<file path="src/rtl/sha256_pkg.sv">
// shared beat types for the sha-256 stream hasher
package sha256_pkg;

  // one input beat: message bytes, big-endian, first byte in bits 31:24
  typedef struct packed {
    logic [31:0] message_word;
    logic [2:0]  valid_bytes;
    logic        final_word;
  } msg_item_t;

  // one result beat: a word of the finished digest
  typedef struct packed {
    logic [31:0] digest_word;
    logic [2:0]  digest_index;
    logic        digest_done;
  } digest_item_t;

  // one packed block word between front and back, last marks the closing word of a message
  typedef struct packed {
    logic [31:0] word;
    logic        last;
  } blk_word_t;

endpackage

</file>
<file path="src/rtl/sha256_stream_hasher.sv">
// top level of the sha-256 stream hasher
// usage:
//   input channel: push / full, one beat is a big-endian message word with its
//   byte count (0..4, larger counts act as 4) and a final flag; a short word
//   continues at the next byte position, a final word with no bytes closes
//   the message with padding only
//   result channel: empty / pop, eight digest beats per message, index 0
//   first, digest_done on index 7; a beat stays on digest_o until popped
// throughput:
//   the packer takes one byte a cycle while the block word queue has room;
//   each 64-byte block costs the compression engine 16 queue pops, 64 rounds
//   and a chaining add, and the engine pops no word of the next block until
//   that add is done and, after a closing block, its digest is popped
// closing a message:
//   after the final beat the packer adds padding and the bit length (up to
//   two blocks); the engine pops the last block word, runs the rounds and
//   the chaining add, and then shows the digest
// reset: chaining value goes to the initial hash, counters and queue clear
// stall: while the result side is not popped the engine holds; the block
// word queue keeps filling and push is held off by full once it is full
module sha256_stream_hasher #(
  parameter int unsigned FifoDepth = 16
) (
  input  logic                      clk_i,
  input  logic                      rst_ni,
  input  logic                      push,
  input  sha256_pkg::msg_item_t     message_i,
  output logic                      full,
  output logic                      empty,
  input  logic                      pop,
  output sha256_pkg::digest_item_t  digest_o
);
  import sha256_pkg::*;

  // packed block words from the front to the engine
  blk_word_t blk_wdata;
  blk_word_t blk_rdata;
  logic      blk_push;
  logic      blk_full;
  logic      blk_pop;
  logic      blk_empty;

  // front: byte packing, length count and padding
  sha256_front u_front (
    .clk_i      (clk_i),
    .rst_ni     (rst_ni),
    .push       (push),
    .message_i  (message_i),
    .full       (full),
    .blk_push_o (blk_push),
    .blk_word_o (blk_wdata),
    .blk_full_i (blk_full)
  );

  // decoupling queue, one block deep by default
  sha256_fifo #(
    .Depth (FifoDepth)
  ) u_fifo (
    .clk_i   (clk_i),
    .rst_ni  (rst_ni),
    .push_i  (blk_push),
    .wdata_i (blk_wdata),
    .full_o  (blk_full),
    .pop_i   (blk_pop),
    .rdata_o (blk_rdata),
    .empty_o (blk_empty)
  );

  // back: compression rounds and digest beats
  sha256_core u_core (
    .clk_i       (clk_i),
    .rst_ni      (rst_ni),
    .blk_empty_i (blk_empty),
    .blk_word_i  (blk_rdata),
    .blk_pop_o   (blk_pop),
    .empty       (empty),
    .digest_o    (digest_o),
    .pop         (pop)
  );

`ifndef SYNTHESIS
  // the packer never closes a word into a full queue
  a_no_overflow: assert property (@(posedge clk_i) disable iff (!rst_ni)
    blk_push |-> !blk_full)
    else $error("block word pushed into full queue");

  // a digest always starts at index 0
  a_first_index: assert property (@(posedge clk_i) disable iff (!rst_ni)
    $fell(empty) |-> (digest_o.digest_index == 3'd0))
    else $error("digest did not start at index 0");

  // after the closing beat is taken the result side goes empty
  a_done_drains: assert property (@(posedge clk_i) disable iff (!rst_ni)
    (pop && !empty && digest_o.digest_done) |=> empty)
    else $error("result side not empty after last digest beat");
`endif

endmodule

</file>
<file path="src/rtl/sha256_front.sv">
// byte packer and padding sequencer, produces 32-bit block words
module sha256_front (
  input  logic                   clk_i,
  input  logic                   rst_ni,
  input  logic                   push,
  input  sha256_pkg::msg_item_t  message_i,
  output logic                   full,
  output logic                   blk_push_o,
  output sha256_pkg::blk_word_t  blk_word_o,
  input  logic                   blk_full_i
);
  import sha256_pkg::*;

  localparam logic [7:0] PadByte = 8'h80;
  localparam logic [5:0] LenOffset = 6'd56;
  localparam logic [5:0] LenLast = LenOffset - 6'd1;

  typedef enum logic [2:0] {
    S_IDLE,
    S_DATA,
    S_PAD,
    S_ZERO,
    S_LEN
  } state_e;

  state_e      state_q;
  logic [2:0]  cnt_q;
  logic        last_q;
  logic [63:0] total_q;
  logic [63:0] total_d;
  logic [5:0]  fill_q;
  logic [2:0]  lcnt_q;
  logic [31:0] word_q;
  logic [63:0] len_q;
  logic [23:0] acc_q;

  logic        byte_en;
  logic [7:0]  byte_val;
  logic        stall;
  logic        step;
  logic        accept;
  logic        enter_pad;
  logic        len_done;
  logic [2:0]  in_cnt;

  always_comb begin
    byte_en  = 1'b0;
    byte_val = 8'h00;
    case (state_q)
      S_DATA: begin
        byte_en  = 1'b1;
        byte_val = word_q[31:24];
      end
      S_PAD: begin
        byte_en  = 1'b1;
        byte_val = PadByte;
      end
      S_ZERO: begin
        byte_en  = 1'b1;
        byte_val = 8'h00;
      end
      S_LEN: begin
        byte_en  = 1'b1;
        byte_val = len_q[63:56];
      end
      default: begin
        byte_en  = 1'b0;
        byte_val = 8'h00;
      end
    endcase
  end

  // a byte that closes a word needs room in the queue
  assign stall = byte_en && (fill_q[1:0] == 2'd3) && blk_full_i;
  assign step  = byte_en && !stall;

  // take the next beat while the last data byte of a plain word goes out
  assign full = !((state_q == S_IDLE) ||
                  ((state_q == S_DATA) && (cnt_q == 3'd1) && !last_q && step));
  assign accept = push && !full;
  assign in_cnt = (message_i.valid_bytes > 3'd4) ? 3'd4 : message_i.valid_bytes;

  assign len_done = (state_q == S_LEN) && step && (lcnt_q == 3'd7);
  assign total_d  = len_done ? 64'd0
                  : total_q + {63'd0, (state_q == S_DATA) && step};
  assign enter_pad = ((state_q == S_DATA) && step && (cnt_q == 3'd1) && last_q) ||
                     (accept && (in_cnt == 3'd0) && message_i.final_word);

  assign blk_push_o      = step && (fill_q[1:0] == 2'd3);
  assign blk_word_o.word = {acc_q, byte_val};
  assign blk_word_o.last = (state_q == S_LEN) && (lcnt_q == 3'd7);

  always_ff @(posedge clk_i or negedge rst_ni) begin
    if (!rst_ni) begin
      state_q <= S_IDLE;
      cnt_q   <= 3'd0;
      last_q  <= 1'b0;
      total_q <= 64'd0;
      fill_q  <= 6'd0;
      lcnt_q  <= 3'd0;
    end else begin
      total_q <= total_d;
      if (step) begin
        fill_q <= fill_q + 6'd1;
      end
      case (state_q)
        S_IDLE: begin
        end
        S_DATA: begin
          if (step) begin
            cnt_q <= cnt_q - 3'd1;
            if (cnt_q == 3'd1) begin
              state_q <= last_q ? S_PAD : S_IDLE;
            end
          end
        end
        S_PAD: begin
          if (step) begin
            lcnt_q  <= 3'd0;
            state_q <= (fill_q == LenLast) ? S_LEN : S_ZERO;
          end
        end
        S_ZERO: begin
          if (step && (fill_q == LenLast)) begin
            lcnt_q  <= 3'd0;
            state_q <= S_LEN;
          end
        end
        S_LEN: begin
          if (step) begin
            lcnt_q <= lcnt_q + 3'd1;
            if (lcnt_q == 3'd7) begin
              state_q <= S_IDLE;
            end
          end
        end
        default: begin
          state_q <= S_IDLE;
        end
      endcase
      if (accept) begin
        cnt_q  <= in_cnt;
        last_q <= message_i.final_word;
        if (in_cnt == 3'd0) begin
          state_q <= message_i.final_word ? S_PAD : S_IDLE;
        end else begin
          state_q <= S_DATA;
        end
      end
    end
  end

  always_ff @(posedge clk_i) begin
    if (step) begin
      acc_q <= {acc_q[15:0], byte_val};
    end
    if (accept) begin
      word_q <= message_i.message_word;
    end else if ((state_q == S_DATA) && step) begin
      word_q <= {word_q[23:0], 8'h00};
    end
    if (enter_pad) begin
      len_q <= {total_d[60:0], 3'b000};
    end else if ((state_q == S_LEN) && step) begin
      len_q <= {len_q[55:0], 8'h00};
    end
  end

endmodule

</file>
<file path="src/rtl/sha256_fifo.sv">
// block word queue between the packer and the compression engine
module sha256_fifo #(
  parameter int unsigned Depth = 16
) (
  input  logic                   clk_i,
  input  logic                   rst_ni,
  input  logic                   push_i,
  input  sha256_pkg::blk_word_t  wdata_i,
  output logic                   full_o,
  input  logic                   pop_i,
  output sha256_pkg::blk_word_t  rdata_o,
  output logic                   empty_o
);
  import sha256_pkg::*;

  localparam int unsigned AW = $clog2(Depth);
  localparam logic [AW-1:0] LastIdx = AW'(Depth - 1);
  localparam logic [AW:0] FullCnt = (AW + 1)'(Depth);

  blk_word_t     mem_q [Depth];
  logic [AW-1:0] wr_q;
  logic [AW-1:0] rd_q;
  logic [AW:0]   cnt_q;
  logic          do_push;
  logic          do_pop;

  assign full_o  = (cnt_q == FullCnt);
  assign empty_o = (cnt_q == '0);
  assign rdata_o = mem_q[rd_q];
  assign do_push = push_i && !full_o;
  assign do_pop  = pop_i && !empty_o;

  always_ff @(posedge clk_i or negedge rst_ni) begin
    if (!rst_ni) begin
      wr_q  <= '0;
      rd_q  <= '0;
      cnt_q <= '0;
    end else begin
      if (do_push) begin
        wr_q <= (wr_q == LastIdx) ? '0 : wr_q + AW'(1);
      end
      if (do_pop) begin
        rd_q <= (rd_q == LastIdx) ? '0 : rd_q + AW'(1);
      end
      if (do_push && !do_pop) begin
        cnt_q <= cnt_q + (AW + 1)'(1);
      end else if (do_pop && !do_push) begin
        cnt_q <= cnt_q - (AW + 1)'(1);
      end
    end
  end

  always_ff @(posedge clk_i) begin
    if (do_push) begin
      mem_q[wr_q] <= wdata_i;
    end
  end

endmodule

</file>
<file path="src/rtl/sha256_core.sv">
// sha-256 compression engine, one round per cycle, and digest output
module sha256_core (
  input  logic                      clk_i,
  input  logic                      rst_ni,
  input  logic                      blk_empty_i,
  input  sha256_pkg::blk_word_t     blk_word_i,
  output logic                      blk_pop_o,
  output logic                      empty,
  output sha256_pkg::digest_item_t  digest_o,
  input  logic                      pop
);
  import sha256_pkg::*;

  localparam logic [31:0] Iv [8] = '{
    32'h6a09e667, 32'hbb67ae85, 32'h3c6ef372, 32'ha54ff53a,
    32'h510e527f, 32'h9b05688c, 32'h1f83d9ab, 32'h5be0cd19
  };

  localparam logic [31:0] RoundK [64] = '{
    32'h428a2f98, 32'h71374491, 32'hb5c0fbcf, 32'he9b5dba5,
    32'h3956c25b, 32'h59f111f1, 32'h923f82a4, 32'hab1c5ed5,
    32'hd807aa98, 32'h12835b01, 32'h243185be, 32'h550c7dc3,
    32'h72be5d74, 32'h80deb1fe, 32'h9bdc06a7, 32'hc19bf174,
    32'he49b69c1, 32'hefbe4786, 32'h0fc19dc6, 32'h240ca1cc,
    32'h2de92c6f, 32'h4a7484aa, 32'h5cb0a9dc, 32'h76f988da,
    32'h983e5152, 32'ha831c66d, 32'hb00327c8, 32'hbf597fc7,
    32'hc6e00bf3, 32'hd5a79147, 32'h06ca6351, 32'h14292967,
    32'h27b70a85, 32'h2e1b2138, 32'h4d2c6dfc, 32'h53380d13,
    32'h650a7354, 32'h766a0abb, 32'h81c2c92e, 32'h92722c85,
    32'ha2bfe8a1, 32'ha81a664b, 32'hc24b8b70, 32'hc76c51a3,
    32'hd192e819, 32'hd6990624, 32'hf40e3585, 32'h106aa070,
    32'h19a4c116, 32'h1e376c08, 32'h2748774c, 32'h34b0bcb5,
    32'h391c0cb3, 32'h4ed8aa4a, 32'h5b9cca4f, 32'h682e6ff3,
    32'h748f82ee, 32'h78a5636f, 32'h84c87814, 32'h8cc70208,
    32'h90befffa, 32'ha4506ceb, 32'hbef9a3f7, 32'hc67178f2
  };

  typedef enum logic [1:0] {
    B_LOAD,
    B_ROUND,
    B_ADD,
    B_OUT
  } state_e;

  function automatic logic [31:0] rotr(input logic [31:0] x, input int unsigned n);
    rotr = (x >> n) | (x << (32 - n));
  endfunction

  state_e      state_q;
  logic [3:0]  load_q;
  logic [5:0]  rnd_q;
  logic        last_q;
  logic [2:0]  idx_q;
  logic [31:0] h_q [8];
  logic [31:0] v_q [8];
  logic [31:0] w_q [16];

  logic [31:0] sum1;
  logic [31:0] sum0;
  logic [31:0] choose;
  logic [31:0] major;
  logic [31:0] sig1;
  logic [31:0] sig0;
  logic [31:0] t1;
  logic [31:0] t2;
  logic [31:0] w_new;
  logic        load_done;

  assign sum1   = rotr(v_q[4], 6) ^ rotr(v_q[4], 11) ^ rotr(v_q[4], 25);
  assign sum0   = rotr(v_q[0], 2) ^ rotr(v_q[0], 13) ^ rotr(v_q[0], 22);
  assign choose = (v_q[4] & v_q[5]) ^ (~v_q[4] & v_q[6]);
  assign major  = (v_q[0] & v_q[1]) ^ (v_q[0] & v_q[2]) ^ (v_q[1] & v_q[2]);
  assign t1     = v_q[7] + sum1 + choose + RoundK[rnd_q] + w_q[0];
  assign t2     = sum0 + major;

  // window holds w[r..r+15], next entry is w[r+16]
  assign sig1  = rotr(w_q[14], 17) ^ rotr(w_q[14], 19) ^ (w_q[14] >> 10);
  assign sig0  = rotr(w_q[1], 7) ^ rotr(w_q[1], 18) ^ (w_q[1] >> 3);
  assign w_new = sig1 + w_q[9] + sig0 + w_q[0];

  assign blk_pop_o = (state_q == B_LOAD) && !blk_empty_i;
  assign load_done = blk_pop_o && (load_q == 4'd15);

  assign empty                 = (state_q != B_OUT);
  assign digest_o.digest_word  = h_q[idx_q];
  assign digest_o.digest_index = idx_q;
  assign digest_o.digest_done  = (idx_q == 3'd7);

  always_ff @(posedge clk_i or negedge rst_ni) begin
    if (!rst_ni) begin
      state_q <= B_LOAD;
      load_q  <= 4'd0;
      rnd_q   <= 6'd0;
      last_q  <= 1'b0;
      idx_q   <= 3'd0;
      for (int i = 0; i < 8; i++) begin
        h_q[i] <= Iv[i];
      end
    end else begin
      case (state_q)
        B_LOAD: begin
          if (blk_pop_o) begin
            load_q <= load_q + 4'd1;
            if (load_q == 4'd15) begin
              rnd_q   <= 6'd0;
              last_q  <= blk_word_i.last;
              state_q <= B_ROUND;
            end
          end
        end
        B_ROUND: begin
          rnd_q <= rnd_q + 6'd1;
          if (rnd_q == 6'd63) begin
            state_q <= B_ADD;
          end
        end
        B_ADD: begin
          for (int i = 0; i < 8; i++) begin
            h_q[i] <= h_q[i] + v_q[i];
          end
          idx_q   <= 3'd0;
          state_q <= last_q ? B_OUT : B_LOAD;
        end
        B_OUT: begin
          if (pop) begin
            idx_q <= idx_q + 3'd1;
            if (idx_q == 3'd7) begin
              for (int i = 0; i < 8; i++) begin
                h_q[i] <= Iv[i];
              end
              state_q <= B_LOAD;
            end
          end
        end
        default: begin
          state_q <= B_LOAD;
        end
      endcase
    end
  end

  always_ff @(posedge clk_i) begin
    if (blk_pop_o) begin
      for (int i = 0; i < 15; i++) begin
        w_q[i] <= w_q[i + 1];
      end
      w_q[15] <= blk_word_i.word;
    end else if (state_q == B_ROUND) begin
      for (int i = 0; i < 15; i++) begin
        w_q[i] <= w_q[i + 1];
      end
      w_q[15] <= w_new;
    end
    if (load_done) begin
      for (int i = 0; i < 8; i++) begin
        v_q[i] <= h_q[i];
      end
    end else if (state_q == B_ROUND) begin
      for (int i = 1; i < 8; i++) begin
        v_q[i] <= v_q[i - 1];
      end
      v_q[4] <= v_q[3] + t1;
      v_q[0] <= t1 + t2;
    end
  end

endmodule
</file>
<file path="config.mk">
export PLATFORM = sky130hd
export DESIGN_NAME = sha256_stream_hasher
export DESIGN_NICKNAME = d
export VERILOG_FILES = /design/src/rtl/sha256_pkg.sv /design/src/rtl/sha256_stream_hasher.sv /design/src/rtl/sha256_front.sv /design/src/rtl/sha256_fifo.sv /design/src/rtl/sha256_core.sv
export SDC_FILE = /design/constraint.sdc
export NUM_CORES = 2
export LEC_CHECK = 0
export BUFFER_PORTS_ARGS = -buffer_cell sky130_fd_sc_hd__clkbuf_2
export CAP_MARGIN = 10
export CORE_ASPECT_RATIO = 1.1
export CORE_UTILIZATION = 45
export DETAILED_ROUTE_END_ITERATION = 6
export HOLD_SLACK_MARGIN = 0.08
export PLACE_DENSITY = 0.59
export SYNTH_ARGS = -nofsm -noshare
export SYNTH_HDL_FRONTEND = slang
export SYNTH_HIERARCHICAL = 1
export SYNTH_SLANG_ARGS = --single-unit
</file>
<file path="constraint.sdc">
create_clock -name clk_i -period 15.9 [get_ports clk_i]
set_clock_uncertainty 0.2 [all_clocks]
set_input_delay 2.385 -clock clk_i [delete_from_list [all_inputs] [get_ports clk_i]]
set_output_delay 2.385 -clock clk_i [all_outputs]
set_load 0.005 [all_outputs]
</file>
==> flow_summary.toml <==
[logic_synthesis]
syn_area_per_cell_um2 = 12.06
synthesis.nets = 8590
ys.flop_type = "edfxtp_1"
synth-async-reset-ratio_pct = 20.39
synth.yosys.warnings = 6
synth_area_um2 = 95750
synth.distinct_cells = 109
synthCells = 7941
synth_enable_flop_cells = 1413
synth-seq-cells = 1775
yosysSeqAreaShare_pct = 53.95

[timing]
setup_violations = 0
fin_setup_tns_ns = 0
drv_slew = 0
timing.slew.headroom_pct = 16.43
fin_crit_ns = 11.52
fmax_mhz = 86.83
hold_viol_final = 0
period_share_pct = 72.43
rsz0062_at_grt = "no"
tightestPinTransition_ns = 1.253
worst_hold_slack_ns = 0.2086

[cts]
clock_path_buffers = 3
cts_inserted_buffers = 190
cts_tree = "built"
cts.reportedPaths.clkPinSlew_ns = 0.06
clk_latency_ns = 0.87
cts_setup_buffers = 0
cts_sinks = 1775
hold_buffers = 0
cts-resized-gates = 0
htreeDepth = 4
clockRootBuffer = "clkbuf_16"

[setup_path]
endpoint_kind = "flop"
r2r.worst_path.cells = 33
timing.rr.start = "u_core/rnd_q[0]"
critPathArrivalTime_ns = 11.86
crit_type = "flop to flop"
r2r-end = "u_core/v_q[0][31]"
crit_end = "u_core/v_q[0][31]"
required_ns = 16.25
crit_fanout = 19
worst_path_max_delay_cell = "ha_1"
worstSetupStartpointType = "flop"
critPathMaxStageDelay_ns = 1.02
regToRegSetupSlack_ns = 4.38
critPathLaunch = "u_core/rnd_q[0]"
path_common_cell = "fa_1"

[floorplan]
start_util_pct = 45.27
rows = 177
coreArea_um2 = 211500
ios = 78
fp.dieW_um = 441.8
design.die.area_um2 = 214600
fp.dieH_um = 485.8

[cells_and_area]
nFillCells = 18483
layout.nets = 8580
area_growth_pct = 9.891
drive_gt1_share_pct = 12.49
final_area_um2 = 105200
final_util_pct = 49.75
seqCellArea_um2 = 51690
multi_input_area_um2 = 41580

[drt]
via_per_inst = 5.940
wl_per_cell_um = 25.47
remaining_drc_errors = 0
drtIter0Drc = 6453
vias = 64521
ant_nets = 0
drt-total-wl_um = 276600
drt-pass1-iter-count = 6

[global_route]
grt_pass1_vias = 62850
grt.total_usage_pct = 25.51
grt_pass1_wl_um = 411700
antenna_found_initial = 6
grt_max_degree = 194
overflow = 0

[placed_design]
port_buffers = 77
dp.final_hpwl_um = 191000
gp_congestion = 0.9348
placed_area_um2 = 99100

[job]
cap_violations = 0

[run_status]
outcome = "complete, no violations"

[hold_path]
min_from = "u_core/w_q[1][41]"
hold_class = "flop to flop"
[cell usage in the layout, fill, tap and decap left out, drive strengths merged, types with 22 or more instances in the layout]
cell and instances:
or3 52, and3 46, nor2 454, o21ai 412, o211ai 40, a21o 158, a211oi 53, a31oi 69
xnor2 413, nor2b 49, or4 22, buf 109, xor2 194, ha 413, nand4 47, or2 23
o21bai 46, o21a 68, clkbuf 324, a21oi 502, nand2b 57, nor3 144, maj3 22, o22ai 84
nand2 1029, mux4 202, mux2i 26, inv 306, clkinv 79, mux2 111, nand3 120, nor4 37
and2 34, edfxtp 1413, fa 196, o31ai 43, dfrtp 226, dfstp 136
[worst min path at each step]
stage / cells after the start / end / slack, ns
final: 0 / u_core/w_q[1][9] / 0.21
after global routing: 0 / u_core/w_q[3][55] / 0.22
after CTS: 0 / u_core/w_q[1][9] / 0.21
after detailed placement: 0 / u_core/w_q[0][49] / 0.20
after global placement: 0 / u_core/w_q[3][20] / 0.20
after floorplan: 0 / u_core/w_q[0][32] / 0.20
[synthesized netlist by cell type, types with 46 or more instances]
| cell type | instances | area, µm² |
|---|---|---|
| nand3_1 | 120 | 600.6 |
| o21bai_1 | 46 | 345.3 |
| o22ai_1 | 84 | 525.5 |
| ha_1 | 413 | 5167 |
| xor2_1 | 194 | 1699 |
| nand2b_1 | 57 | 356.6 |
| a21o_1 | 158 | 1186 |
| o21a_1 | 68 | 510.5 |
| edfxtp_1 | 1413 | 42430 |
| nand2_1 | 1029 | 3862 |
| dfstp_2 | 136 | 3573 |
| dfrtp_1 | 226 | 5655 |
| a211oi_1 | 52 | 390.4 |
| fa_1 | 196 | 3924 |
| inv_1 | 297 | 1115 |
| a31oi_1 | 68 | 425.4 |
| nand4_1 | 46 | 287.8 |
| mux2_2 | 110 | 1239 |
| o21ai_0 | 392 | 1962 |
| or3_1 | 52 | 325.3 |
| xnor2_1 | 413 | 3617 |
| nor2_1 | 453 | 1700 |
| nor2b_1 | 49 | 306.5 |
| clkbuf_1 | 321 | 1205 |
| mux4_2 | 202 | 4549 |
| a21oi_1 | 501 | 2507 |
| nor3_1 | 144 | 720.7 |
| and3_1 | 46 | 287.8 |
[state kept, by name (all words and copies together), names as in the netlist, 5 cells and up]
name             flops
u_core/w_q         512
u_front/acc_q       24
u_fifo/cnt_q         5
u_core/rnd_q         6
u_core/h_q         256
u_fifo/mem_q       528
u_front/len_q       61
u_front/total_q     61
u_front/fill_q       6
u_core/v_q         256
u_front/word_q      32
[through the flow]
step                setup WS [ns]  instances
global placement            4.624      10511
detailed placement          4.515      10511
finish                      4.384      10862
floorplan                   2.089       7941
global route                3.945      10862
CTS                         4.434      10859
[worst max-delay path: cells and delay by family, from the launching register on]
kind | cells | cell delay [ns]
buffers and inverters | 5 | 0.70
AND/OR/NAND/NOR | 4 | 0.87
flip-flops | 1 | 0.36
AO/OA/AOI/OAI | 14 | 4.82
adder cells (fa/ha/maj) | 8 | 3.94
XOR/XNOR | 2 | 0.31
[per-layer routing]
metal	part of all wire, %	global-route usage [%]	vias to the layer above	routed length, µm
met2	47	40.86	2162	129300
met5	0.025	0	-	69
met3	6.2	3.746	405	17120
met1	44	35.91	32760	122200
li1	-	-	29184	-
met4	2.9	7.812	10	7931
[cells by family (layout without fill, tap and decap cells)]
logic type	Yosys count	after routing	share of synthesized area, %
AO/OA/AOI/OAI	1722	1722	11.39
XOR/XNOR	607	607	5.552
adder cells (fa/ha/maj)	631	631	9.725
buffers and inverters	687	833	2.829
flip-flops	1775	1775	53.95
multiplexers	339	339	6.332
other	0	1	0
AND/OR/NAND/NOR	2180	2180	10.22
[area by class of cell]
| class | instances | share of cell area (%) |
|---|---|---|
| Antenna cell | 1 | 0.002378 |
| Inverter | 300 | 1.077 |
| Clock inverter | 100 | 0.9608 |
| Sequential cell | 1775 | 49.12 |
| Timing Repair Buffer | 185 | 1.182 |
| Multi-Input combinational cell | 5479 | 39.52 |
| Tap cell | 2774 | 3.299 |
| Clock buffer | 248 | 4.841 |
Power is not shown: default switching activity piles up to over one toggle a cycle in this logic, so the estimate is an artifact.
